`src/rtl/rnfa_pkg.sv`:
```
package rnfa_pkg;

    // Sizing
    localparam int MAX_SEATS    = 16;
    localparam int COUNT_W      = 16;
    localparam int SEAT_W       = $clog2(MAX_SEATS);
    localparam int NUM_W        = $clog2(MAX_SEATS + 1);
    localparam int SEAT_FIELD_W = 4;
    localparam int NUM_FIELD_W  = 5;
    localparam int SLACK_W      = 4;

    localparam logic [SLACK_W-1:0] SLACK_RESET = SLACK_W'(2);
    localparam logic [COUNT_W-1:0] COUNT_MAX   = {COUNT_W{1'b1}};

    // Operation codes
    typedef enum logic [1:0] {
        OP_REQUEST = 2'd0,
        OP_RELEASE = 2'd1,
        OP_ADD     = 2'd2,
        OP_REMOVE  = 2'd3
    } op_t;

    // Result status codes
    typedef enum logic [1:0] {
        STS_OK        = 2'd0,
        STS_LAST_SEAT = 2'd1,
        STS_FULL      = 2'd2,
        STS_RANGE     = 2'd3
    } status_t;

    // Per-seat state
    typedef enum logic [1:0] {
        SS_IDLE   = 2'd0,
        SS_HUNGRY = 2'd1,
        SS_EATING = 2'd2
    } seat_state_t;

    // Which seat the current grant test looks at, relative to the target seat
    typedef enum logic [1:0] {
        TS_SELF  = 2'd0,
        TS_LEFT  = 2'd1,
        TS_RIGHT = 2'd2
    } test_sel_t;

    typedef struct packed {
        op_t                     operation;
        logic [SEAT_FIELD_W-1:0] seat;
    } rnfa_in_t;

    typedef struct packed {
        status_t                 status;
        logic                    grant_a_valid;
        logic [SEAT_FIELD_W-1:0] grant_a_seat;
        logic                    grant_b_valid;
        logic [SEAT_FIELD_W-1:0] grant_b_seat;
        logic [NUM_FIELD_W-1:0]  seat_count;
    } rnfa_out_t;

    // Controller to datapath commands
    typedef struct packed {
        logic      load_in;
        logic      start;
        logic      do_add;
        logic      prep_write;
        logic      rd_nbrs;
        logic      rd_self;
        logic      eval;
        logic      commit;
        test_sel_t test_sel;
    } rnfa_cmd_t;

    // Datapath to controller status
    typedef struct packed {
        logic err;
        op_t  op;
        logic out_free;
    } rnfa_sts_t;

endpackage

```
`src/rtl/rnfa_ctrl.sv`:
```
module rnfa_ctrl (
    input  logic               clk,
    input  logic               rst_n,
    input  logic               in_valid,
    output logic               in_ready,
    input  rnfa_pkg::rnfa_sts_t sts,
    output rnfa_pkg::rnfa_cmd_t cmd
);
    import rnfa_pkg::*;

    typedef enum logic [2:0] {
        S_IDLE,
        S_DISPATCH,
        S_PREP,
        S_ADDR,
        S_HOLD,
        S_EVAL,
        S_FINISH
    } ctrl_state_t;

    ctrl_state_t state_reg, state_next;
    test_sel_t   tsel_reg, tsel_next;
    logic        in_ready_reg;

    assign in_ready = in_ready_reg;

    // Sequencing: one grant test is address, hold, evaluate
    always_comb
    begin
        state_next = state_reg;
        tsel_next  = tsel_reg;
        cmd        = '0;
        cmd.test_sel = tsel_reg;
        case (state_reg)
            S_IDLE:
            begin
                if (in_valid)
                begin
                    cmd.load_in = 1'b1;
                    state_next  = S_DISPATCH;
                end
            end
            S_DISPATCH:
            begin
                cmd.start = 1'b1;
                if (sts.err)
                begin
                    state_next = S_FINISH;
                end
                else
                begin
                    case (sts.op)
                        OP_ADD:
                        begin
                            cmd.do_add = 1'b1;
                            state_next = S_FINISH;
                        end
                        OP_REQUEST:
                        begin
                            tsel_next  = TS_SELF;
                            state_next = S_PREP;
                        end
                        default:
                        begin
                            tsel_next  = TS_LEFT;
                            state_next = S_PREP;
                        end
                    endcase
                end
            end
            S_PREP:
            begin
                cmd.prep_write = 1'b1;
                state_next     = S_ADDR;
            end
            S_ADDR:
            begin
                cmd.rd_nbrs = 1'b1;
                state_next  = S_HOLD;
            end
            S_HOLD:
            begin
                cmd.rd_self = 1'b1;
                state_next  = S_EVAL;
            end
            S_EVAL:
            begin
                cmd.eval = 1'b1;
                if (tsel_reg == TS_LEFT)
                begin
                    tsel_next  = TS_RIGHT;
                    state_next = S_ADDR;
                end
                else
                begin
                    state_next = S_FINISH;
                end
            end
            S_FINISH:
            begin
                if (sts.out_free)
                begin
                    cmd.commit = 1'b1;
                    state_next = S_IDLE;
                end
            end
            default:
            begin
                state_next = S_IDLE;
            end
        endcase
    end

    // State and registered ready
    always_ff @(posedge clk or negedge rst_n)
    begin
        if (!rst_n)
        begin
            state_reg    <= S_IDLE;
            tsel_reg     <= TS_SELF;
            in_ready_reg <= 1'b1;
        end
        else
        begin
            state_reg    <= state_next;
            tsel_reg     <= tsel_next;
            in_ready_reg <= (state_next == S_IDLE);
        end
    end

endmodule

```
`src/rtl/rnfa_datapath.sv`:
```
module rnfa_datapath (
    input  logic                          clk,
    input  logic                          rst_n,
    input  rnfa_pkg::rnfa_in_t            in_data,
    input  logic                          cfg_valid,
    input  logic [rnfa_pkg::SLACK_W-1:0]  cfg_data,
    input  logic                          out_ready,
    output logic                          out_valid,
    output rnfa_pkg::rnfa_out_t           out_data,
    input  rnfa_pkg::rnfa_cmd_t           cmd,
    output rnfa_pkg::rnfa_sts_t           sts
);
    import rnfa_pkg::*;

    // Seat table
    seat_state_t        state_mem [MAX_SEATS];
    logic [COUNT_W-1:0] count_mem [MAX_SEATS];

    // Item and ring registers
    op_t                op_reg;
    logic [SEAT_W-1:0]  seat_reg;
    logic [SEAT_W-1:0]  tgt_reg;
    status_t            status_reg;
    logic [NUM_W-1:0]   active_reg;
    logic [COUNT_W-1:0] highest_reg;
    logic [SLACK_W-1:0] slack_reg;

    // Read data and held left neighbor
    seat_state_t        rd_a_state_reg, rd_b_state_reg, hold_l_state_reg;
    logic [COUNT_W-1:0] rd_a_count_reg, rd_b_count_reg, hold_l_count_reg;

    // Grant results of the current item
    logic               ga_reg, gb_reg;
    logic [SEAT_W-1:0]  sa_reg, sb_reg;

    rnfa_out_t          out_reg;
    logic               out_valid_reg;

    logic [SEAT_W-1:0]  last_seat;
    logic [SEAT_W-1:0]  tgt_l, tgt_r, test_seat, t_l, t_r;
    status_t            status_code;
    logic [SEAT_W-1:0]  addr_a;
    logic               rd_a_en, rd_b_en;
    logic               we_state, we_count;
    logic [SEAT_W-1:0]  wr_addr;
    seat_state_t        wr_state;
    logic [COUNT_W-1:0] wr_count;
    logic [COUNT_W:0]   lim_l, lim_r;
    logic               grant;
    logic [COUNT_W-1:0] c_inc;
    logic               remove_ok;
    logic [NUM_W-1:0]   active_after;

    function automatic logic [SEAT_W-1:0] left_of(input logic [SEAT_W-1:0] s,
                                                   input logic [SEAT_W-1:0] last);
        left_of = (s == '0) ? last : s - 1'b1;
    endfunction

    function automatic logic [SEAT_W-1:0] right_of(input logic [SEAT_W-1:0] s,
                                                    input logic [SEAT_W-1:0] last);
        right_of = (s == last) ? '0 : s + 1'b1;
    endfunction

    // Ring neighbors, wrapping at the current seat count
    assign last_seat = SEAT_W'(active_reg - 1'b1);
    assign tgt_l     = left_of(tgt_reg, last_seat);
    assign tgt_r     = right_of(tgt_reg, last_seat);

    always_comb
    begin
        case (cmd.test_sel)
            TS_LEFT:  test_seat = tgt_l;
            TS_RIGHT: test_seat = tgt_r;
            default:  test_seat = tgt_reg;
        endcase
    end

    assign t_l = left_of(test_seat, last_seat);
    assign t_r = right_of(test_seat, last_seat);

    // Operation check
    always_comb
    begin
        status_code = STS_OK;
        case (op_reg)
            OP_ADD:
            begin
                if (active_reg >= NUM_W'(MAX_SEATS))
                    status_code = STS_FULL;
            end
            OP_REMOVE:
            begin
                if (active_reg <= NUM_W'(1))
                    status_code = STS_LAST_SEAT;
            end
            default:
            begin
                if (NUM_W'(seat_reg) >= active_reg)
                    status_code = STS_RANGE;
            end
        endcase
    end

    assign sts.err      = (status_code != STS_OK);
    assign sts.op       = op_reg;
    assign sts.out_free = !out_valid_reg || out_ready;

    // Grant test: seat from port A, left held, right from port B
    assign lim_l = {1'b0, hold_l_count_reg} + (COUNT_W + 1)'(slack_reg);
    assign lim_r = {1'b0, rd_b_count_reg} + (COUNT_W + 1)'(slack_reg);
    assign grant = (rd_a_state_reg == SS_HUNGRY) &&
                   (hold_l_state_reg != SS_EATING) &&
                   (rd_b_state_reg != SS_EATING) &&
                   !({1'b0, rd_a_count_reg} > lim_l) &&
                   !({1'b0, rd_a_count_reg} > lim_r);
    assign c_inc = (rd_a_count_reg == COUNT_MAX) ? rd_a_count_reg : rd_a_count_reg + 1'b1;

    // Read ports
    assign addr_a  = cmd.rd_nbrs ? t_l : test_seat;
    assign rd_a_en = cmd.rd_nbrs || cmd.rd_self;
    assign rd_b_en = cmd.rd_nbrs;

    // Write port
    always_comb
    begin
        we_state = 1'b0;
        we_count = 1'b0;
        wr_addr  = test_seat;
        wr_state = SS_EATING;
        wr_count = c_inc;
        if (cmd.do_add)
        begin
            we_state = 1'b1;
            we_count = 1'b1;
            wr_addr  = SEAT_W'(active_reg);
            wr_state = SS_IDLE;
            wr_count = highest_reg;
        end
        else if (cmd.prep_write)
        begin
            we_state = 1'b1;
            wr_addr  = tgt_reg;
            wr_state = (op_reg == OP_REQUEST) ? SS_HUNGRY : SS_IDLE;
        end
        else if (cmd.eval && grant)
        begin
            we_state = 1'b1;
            we_count = 1'b1;
        end
    end

    always_ff @(posedge clk)
    begin
        if (we_state)
            state_mem[wr_addr] <= wr_state;
        if (we_count)
            count_mem[wr_addr] <= wr_count;
        if (rd_a_en)
        begin
            rd_a_state_reg <= state_mem[addr_a];
            rd_a_count_reg <= count_mem[addr_a];
        end
        if (rd_b_en)
        begin
            rd_b_state_reg <= state_mem[t_r];
            rd_b_count_reg <= count_mem[t_r];
        end
    end

    // Item payload, left neighbor hold and grant record
    always_ff @(posedge clk)
    begin
        if (cmd.load_in)
        begin
            op_reg   <= in_data.operation;
            seat_reg <= SEAT_W'(in_data.seat);
        end
        if (cmd.start)
        begin
            status_reg <= status_code;
            tgt_reg    <= (op_reg == OP_REMOVE) ? last_seat : seat_reg;
            ga_reg     <= 1'b0;
            gb_reg     <= 1'b0;
            sa_reg     <= '0;
            sb_reg     <= '0;
        end
        if (cmd.rd_self)
        begin
            hold_l_state_reg <= rd_a_state_reg;
            hold_l_count_reg <= rd_a_count_reg;
        end
        if (cmd.eval && grant)
        begin
            if (cmd.test_sel == TS_RIGHT)
            begin
                gb_reg <= 1'b1;
                sb_reg <= test_seat;
            end
            else
            begin
                ga_reg <= 1'b1;
                sa_reg <= test_seat;
            end
        end
        if (cmd.commit)
        begin
            out_reg.status        <= status_reg;
            out_reg.grant_a_valid <= ga_reg;
            out_reg.grant_a_seat  <= SEAT_FIELD_W'(sa_reg);
            out_reg.grant_b_valid <= gb_reg;
            out_reg.grant_b_seat  <= SEAT_FIELD_W'(sb_reg);
            out_reg.seat_count    <= NUM_FIELD_W'(active_after);
        end
    end

    assign remove_ok    = (op_reg == OP_REMOVE) && (status_reg == STS_OK);
    assign active_after = remove_ok ? active_reg - 1'b1 : active_reg;

    // Ring state, configuration and output valid
    always_ff @(posedge clk or negedge rst_n)
    begin
        if (!rst_n)
        begin
            active_reg    <= '0;
            highest_reg   <= '0;
            slack_reg     <= SLACK_RESET;
            out_valid_reg <= 1'b0;
        end
        else
        begin
            if (cfg_valid)
                slack_reg <= cfg_data;
            if (cmd.do_add)
                active_reg <= active_reg + 1'b1;
            else if (cmd.commit)
                active_reg <= active_after;
            if (cmd.eval && grant && (c_inc > highest_reg))
                highest_reg <= c_inc;
            if (cmd.commit)
                out_valid_reg <= 1'b1;
            else if (out_ready)
                out_valid_reg <= 1'b0;
        end
    end

    assign out_valid = out_valid_reg;
    assign out_data  = out_reg;

endmodule

```
`src/rtl/ring_neighbor_fork_arbiter.sv`:
```
// From input transfer to result valid, add and any refused operation pass
// dispatch only; request also writes the target seat and tests it, while
// release and remove write it and test the left and then the right neighbor,
// a pass set by the seat table's two registered read ports. One item at a time;
// the next input is taken after the result is loaded, and a stalled output holds it.
// Reset (rst_n low, asynchronous) empties the ring and sets slack to 2.
module ring_neighbor_fork_arbiter (
    input  logic                         clk,
    input  logic                         rst_n,
    input  logic                         in_valid,
    output logic                         in_ready,
    input  rnfa_pkg::rnfa_in_t           in_data,
    output logic                         out_valid,
    input  logic                         out_ready,
    output rnfa_pkg::rnfa_out_t          out_data,
    input  logic                         cfg_valid,
    output logic                         cfg_ready,
    input  logic [rnfa_pkg::SLACK_W-1:0] cfg_data
);
    import rnfa_pkg::*;

    rnfa_cmd_t cmd;
    rnfa_sts_t sts;

    // Slack register takes a write in any cycle
    assign cfg_ready = 1'b1;

    rnfa_ctrl u_ctrl (
        .clk      (clk),
        .rst_n    (rst_n),
        .in_valid (in_valid),
        .in_ready (in_ready),
        .sts      (sts),
        .cmd      (cmd)
    );

    rnfa_datapath u_dp (
        .clk       (clk),
        .rst_n     (rst_n),
        .in_data   (in_data),
        .cfg_valid (cfg_valid),
        .cfg_data  (cfg_data),
        .out_ready (out_ready),
        .out_valid (out_valid),
        .out_data  (out_data),
        .cmd       (cmd),
        .sts       (sts)
    );

endmodule

```
`config.mk`:
```
export PLATFORM = sky130hd
export DESIGN_NAME = ring_neighbor_fork_arbiter
export DESIGN_NICKNAME = d
export VERILOG_FILES = /design/src/rtl/rnfa_pkg.sv /design/src/rtl/rnfa_ctrl.sv /design/src/rtl/rnfa_datapath.sv /design/src/rtl/ring_neighbor_fork_arbiter.sv
export SDC_FILE = /design/constraint.sdc
export NUM_CORES = 1
export LEC_CHECK = 0
export BUFFER_PORTS_ARGS = -buffer_cell sky130_fd_sc_hd__buf_2
export CORE_MARGIN = 10
export CORE_UTILIZATION = 60
export CTS_CLUSTER_SIZE = 24
export DETAILED_ROUTE_END_ITERATION = 7
export PLACE_DENSITY = 0.81
export SYNTH_ARGS = -nofsm -noshare
export SYNTH_HDL_FRONTEND = slang
export SYNTH_HIERARCHICAL = 1
export SYNTH_SLANG_ARGS = --single-unit
```
`constraint.sdc`:
```
create_clock -name clk -period 10.9 [get_ports clk]
set_clock_uncertainty 0.1 [all_clocks]
set_input_delay 0.545 -clock clk [delete_from_list [all_inputs] [get_ports clk]]
set_output_delay 0.545 -clock clk [all_outputs]
set_load 0.05 [all_outputs]
```
==> results of run 1 <==
==> cell type report <==
class / instances / area share [%]
flip-flops and latches: 413 / 49.3
clock inverters: 19 / 0.595
repair buffers: 89 / 2.40
multi-input cells: 1389 / 39.7
clock buffers: 60 / 4.96
well taps: 468 / 2.38
inverters: 44 / 0.681
==> metrics by stage <==
step / hold slack [ps] / area [um^2] / setup slack [ps]
floorplan: 149 / 22500 / 5420
global placement: 317 / 23200 / 3860
detailed placement: 318 / 23200 / 3640
CTS: 28.1 / 24600 / 3630
global route: 43.5 / 24600 / 3270
finish: 40.6 / 24600 / 3470
==> logic make-up after synthesis <==
logic type / share of synthesized area, %
other cells: 0.0166
flops: 53.9
xor+xnor: 2.41
fa+ha+maj: 4.07
mux: 10.8
buf+inv: 3.47
compound gates: 11.4
simple gates: 13.9
==> worst min path at each step <==
| stage | startpoint | endpoint | slack [ps] | depth (start not counted) |
|---|---|---|---|---|
| final | in_data[1] | u_dp/seat_reg[1] | 40 | 1 |
| after global routing | in_data[1] | u_dp/seat_reg[1] | 40 | 1 |
| after CTS | in_data[3] | u_dp/seat_reg[3] | 30 | 1 |
| after detailed placement | u_dp/sa_reg[3] | u_dp/out_data[13] | 320 | 0 |
| after global placement | u_dp/sa_reg[3] | u_dp/out_data[13] | 320 | 0 |
| after floorplan | rst_n | u_ctrl/state_reg[0] | 150 | 0 |
==> placed cells by master (no fill, tap or decap), types with 19 or more instances in the layout <==
master     Yosys  final
a21o_1        22     22
a21oi_1       93     92
a32oi_1       50     50
and3_1        25     25
buf_2         36     33
buf_4         14     54
clkbuf_16      0     45
dfrtp_1       30     30
edfxtp_1     371    371
ha_1          70     70
inv_1         41     41
mux2_2        44     44
mux2i_1      190    188
nand2_1      293    293
nand3_1      104    104
nand4_1       22     22
nor2_1       106     90
o21ai_0       39     39
o21ai_1       21     20
o221ai_1      34     34
o22ai_1       19     19
xnor2_1       31     31
xor2_1        25     25
==> worst max-delay path, cell delays in order, from the launching register on <==
cell and delay, ps:
dfrtp_1 780, inv_1 300, ha_1 630, xnor2_1 170, nor3_4 270, a21o_1 290
o31ai_4 70, buf_4 380, inv_4 530, ha_1 350, nand3_1 180, or4_1 570
o211ai_4 110, buf_4 640, buf_4 740, mux2_2 410, o21ai_1 190, nor2_1 70
a221o_1 340
==> layer usage <==
metal / vias up / part of all wire [%] / global-route usage (%)
met4: 0 / 5.7 / 16.6
met5: - / 0 / 0
met3: 277 / 13 / 7.42
met2: 1202 / 46 / 46.2
li1: 7467 / - / -
met1: 8309 / 36 / 35.9
==> summary.md, run 1 <==
| Metric | Value |
|---|---|
| Die width | 214 um |
| Max FFs per register | roughly 260 |
| Mapped Cells | between 1500 and 2000 |
| CTS clk-pin slew, worst paths | 60 ps |
| Synth Warn # | 6 |
| Setup-failing EPs final | 0 |
| Asr flop ratio synth | 7.75% |
| RSZ-0062 raised after global routing | false |
| Critical path capture point type | flip-flop |
| Antenna Cells | 0 |
| Post-CTS Setup Bufs | 0 |
| Post-synth top cells | edfxtp_1, nand2_1, mux2i_1 |
| Fin util | 66.9% |
| Vias in the first global route | about 17000 |
| Critical Path AT | 7670 ps |
| GRT Util Overall | 29.2% |
| Worst min path class | primary input to flip-flop |
| CTS root buf | clkbuf_16 |
| Seq/Total Area, Yosys | between 50% and 60% |
| Residual DRC | 4 |
| Syn Nets | 2049 |
| DR pass1 iterations | 8 |
| Status | complete, but fails checks |
| Clk buf depth | 3 |
| Global-route wire length before repair | between 100000 and 150000 um |
| Post-Layout Cell Count | 2482 |
| Top cell type's share of synthesized area | between 40% and 50% |
| CTS resizes | 0 |
| Post-synth EDFFs | 371 |
| Layout cells sized above 1 | 12.7% |
| WS Path Type | flip-flop to flip-flop |
| Die Ht | 214 um |
| Library cells used by synthesis | 95 |
| Overall routed net length | between 60000 and 70000 um |
| FF-to-FF End | u_dp/rd_a_state_reg[0] |
| PortBufs | 33 |
| Initial antenna violation count | 0 |
| GRT Residual Overflow | 0 |
| Ranking of synthesized cells by area | edfxtp_1, mux2i_1, nand2_1, ha_1, dfrtp_1 |
| H-tree levels | 2 |
| Final HPWL DP | 40500 um |
| Total CTS buffers | 44 |
| Vias per Instance | approximately 7 |
| Worst R2R Path Depth | 18 |
| Share of the clock period used by the worst path | 68.2% |
| Area Growth Syn to Fin | 9.31% |
| Placed cells | roughly 2400 |
| Core area | 36800 um^2 |
| Initial Util | 61.2% |
| Largest reg by FF count | u_dp/count_mem |
| Clock latency on the worst-skew pair | 580 ps |
| Fillers | ~2600 |
| Achievable Freq | 135 MHz |
| Worst R2R Setup Slack | 3470 ps |
| CP required | approximately 11000 ps |
| Mapped Area | 22500 um^2 |
| Final slew viol count | 0 |
| Final Wtd Congestion | 0.913 |
| Setup crit end | u_dp/rd_a_state_reg[0] |
| Syn_area_per_cell | 11.5 um^2 |
| Slew @ Worst Pin | 1390 ps |
| Critical Path Start Type | flip-flop |
| #FFs+latches synth | 413 |
| Max_cap viols | 0 |
| NumNets Final | 2068 |
| Initial DRC Count | 2164 |
| ANT nets after route | 0 |
| Final Hold Violating Endpoints | 0 |
| Most common flop cell mapped by yosys | edfxtp_1 |
| Synth area leader | edfxtp_1 |
| Crit-path max FO | 48 |
| Number of hold buffers added after cts | 1 |
| Post-route minimum period | roughly 7400 ps |
| Failing checks | DRC |
| CTS tree | built |
| Worst slew margin | 7.35% |
| Register area | 12100 um^2 |
| Most common cell in the netlist | edfxtp_1 |
| CP Launch Point | u_dp/active_reg[0] |
| Worst reg2reg path startpoint | u_dp/active_reg[0] |
| Largest net degree at the start of global routing | 66 |
| Routed wire per std cell | 26.9 um |
| Vias after detailed routing | 17300 |
| Final setup TNS | 0 ps |
| Row cnt | 70 |
| Die area | 45700 um^2 |
| # IOs | 35 |
| Area of the multi-input gates | 9760 um^2 |
| Clk sinks | between 400 and 500 |
Power of run 1 is left out: the tool's default activity adds up to more than one toggle a clock period on the data nets, which glitch-free logic cannot reach.
==> run 2: changes to the inputs <==
==> constraint.sdc (replaced) <==
create_clock -name clk -period 6.9 [get_ports clk]
set_clock_uncertainty 0.1 [all_clocks]
set_input_delay 0.345 -clock clk [delete_from_list [all_inputs] [get_ports clk]]
set_output_delay 0.345 -clock clk [all_outputs]
set_load 0.05 [all_outputs]
==> summary.md, run 2 (synthesized netlist as in run 1, its figures left out) <==
| Metric | Value |
|---|---|
| Clk sinks | around 410 |
| Final slew viol count | 0 |
| Max_cap viols | 0 |
| Vias in the first global route | 17600 |
| Die width | 214 um |
| GRT Residual Overflow | 0 |
| Largest net degree at the start of global routing | 108 |
| Initial Util | 61.2% |
| Initial DRC Count | 2701 |
| Worst reg2reg path startpoint | u_dp/active_reg[0] |
| Worst min path class | primary input to flip-flop |
| Setup-failing EPs final | 0 |
| CTS tree | built |
| Max FFs per register | around 260 |
| Worst slew margin | 4.15% |
| Critical Path AT | between 6000 and 7000 ps |
| Final setup TNS | 0 ps |
| Status | finished clean |
| Post-CTS Setup Bufs | 0 |
| # IOs | 35 |
| Worst path bufs/invs | 3 |
| GRT Util Overall | 29.9% |
| Global-route wire length before repair | 103000 um |
| Row cnt | 70 |
| DR pass1 iterations | 7 |
| Area Growth Syn to Fin | 10.4% |
| Core area | 36800 um^2 |
| Vias per Instance | 7.08 |
| Share of the clock period used by the worst path | between 80% and 90% |
| WS Path Type | flip-flop to flip-flop |
| Die area | 45700 um^2 |
| Kind of cell adding the most delay to the critical path | simple AND/OR/NAND/NOR gates |
| RSZ-0062 raised after global routing | false |
| Post-route minimum period | 5910 ps |
| CP max stage delay | 780 ps |
| Critical Path Start Type | flip-flop |
| Die Ht | roughly 210 um |
| Most frequent cells in the layout | edfxtp_1, nand2_1, mux2i_1, nand3_1, a21oi_1 |
| Antenna Cells | 0 |
| Slew @ Worst Pin | 1440 ps |
| Largest reg by FF count | u_dp/count_mem |
| Final Hold Violating Endpoints | 0 |
| CP required | between 7000 and 8000 ps |
| Routed wire per std cell | around 27 um |
| Vias after detailed routing | approximately 18000 |
| NumNets Final | approximately 2100 |
| ANT nets after route | 0 |
| CP Launch Point | u_dp/active_reg[0] |
| CTS root buf | clkbuf_16 |
| Clock latency on the worst-skew pair | roughly 600 ps |
| Slowest CP cell | nor2b_2 |
| CTS clk-pin slew, worst paths | 60 ps |
| Layout cells sized above 1 | between 10% and 20% |
| Achievable Freq | 169 MHz |
| Final Wtd Congestion | just under 1 |
| Crit-path max FO | 11 |
| Hold path start | out_ready |
| Clk buf depth | 3 |
| Initial antenna violation count | 1 |
| Critical path capture point type | flip-flop |
| Overall routed net length | about 70000 um |
| Residual DRC | 0 |
| CP Cell Sequence | buf_4, inv_1, ha_1, xnor2_1, nor3_4, a211oi_1, or2_1, inv_2, ha_1, nand3_1, nor3_4, mux2i_4, nor2_2, nor2b_2, a221o_1, o21ai_0, a221o_1 |
| Total CTS buffers | 44 |
| H-tree levels | 2 |
| Most common cell after layout, fill and taps aside | edfxtp_1 |
| Final HPWL DP | 41700 um |
| PortBufs | 33 |
run 2: area by class of cell:
class / count / area, um^2
clock buffers: 55 / 1170
clock inverters: 24 / 251
fillers: 2546 / 11900
inverters: 44 / 168
multi-input cells: 1389 / 9740
flip-flops and latches: 413 / 12100
well taps: 468 / 586
repair buffers: 110 / 808
run 2: metrics by stage:
| stage | instance area, um^2 | hold WS [ps] | cells | util (%) | setup WS (ps) |
|---|---|---|---|---|---|
| final | 24900 | 96.5 | 2503 | 67.6 | 988 |
| after detailed placement | 23300 | 318 | 2406 | 63.3 | 1250 |
| after global routing | 24900 | 153 | 2503 | 67.6 | 697 |
| after CTS | 24900 | 97.1 | 2501 | 67.6 | 1220 |
| after floorplan | 22500 | -50.6 | 1962 | - | 1420 |
| after global placement | 23300 | 317 | 2406 | 63.3 | 1360 |
run 2: worst paths after layout:
kind                                          endpoint  slack [ps]  cells after the start
worst min register to register       u_dp/out_data[12]         330                      0
max in group asynchronous          u_dp/highest_reg[4]        5860                      2
worst max register to register  u_dp/rd_a_state_reg[0]         990                     17
worst min-delay path                    u_dp/out_valid         100                      3
worst max-delay path            u_dp/rd_a_state_reg[0]         990                     17
min in group asynchronous               u_dp/out_valid         300                      2
run 2: per-layer routing:
layer	share of wire, %	GRT usage (%)
met3	13	6.82
met1	35	37.6
met4	6.3	17.4
met5	0	0
met2	46	46.7
run 2: what timing repair did:
action,CTS,global route
resized for setup,0,0
hold buffers,16,0
hold endpoints to repair,41,0
run 2: worst register-to-register path, stage by stage (launching register included):
cell and delay (ps):
dfrtp_1 530, buf_4 250, inv_1 150, ha_1 560, xnor2_1 170, nor3_4 260
a211oi_1 100, or2_1 370, inv_2 230, ha_1 300, nand3_1 190, nor3_4 360
mux2i_4 470, nor2_2 160, nor2b_2 780, a221o_1 290, o21ai_0 100, a221o_1 300
Power of run 2 is left out for the same reason.
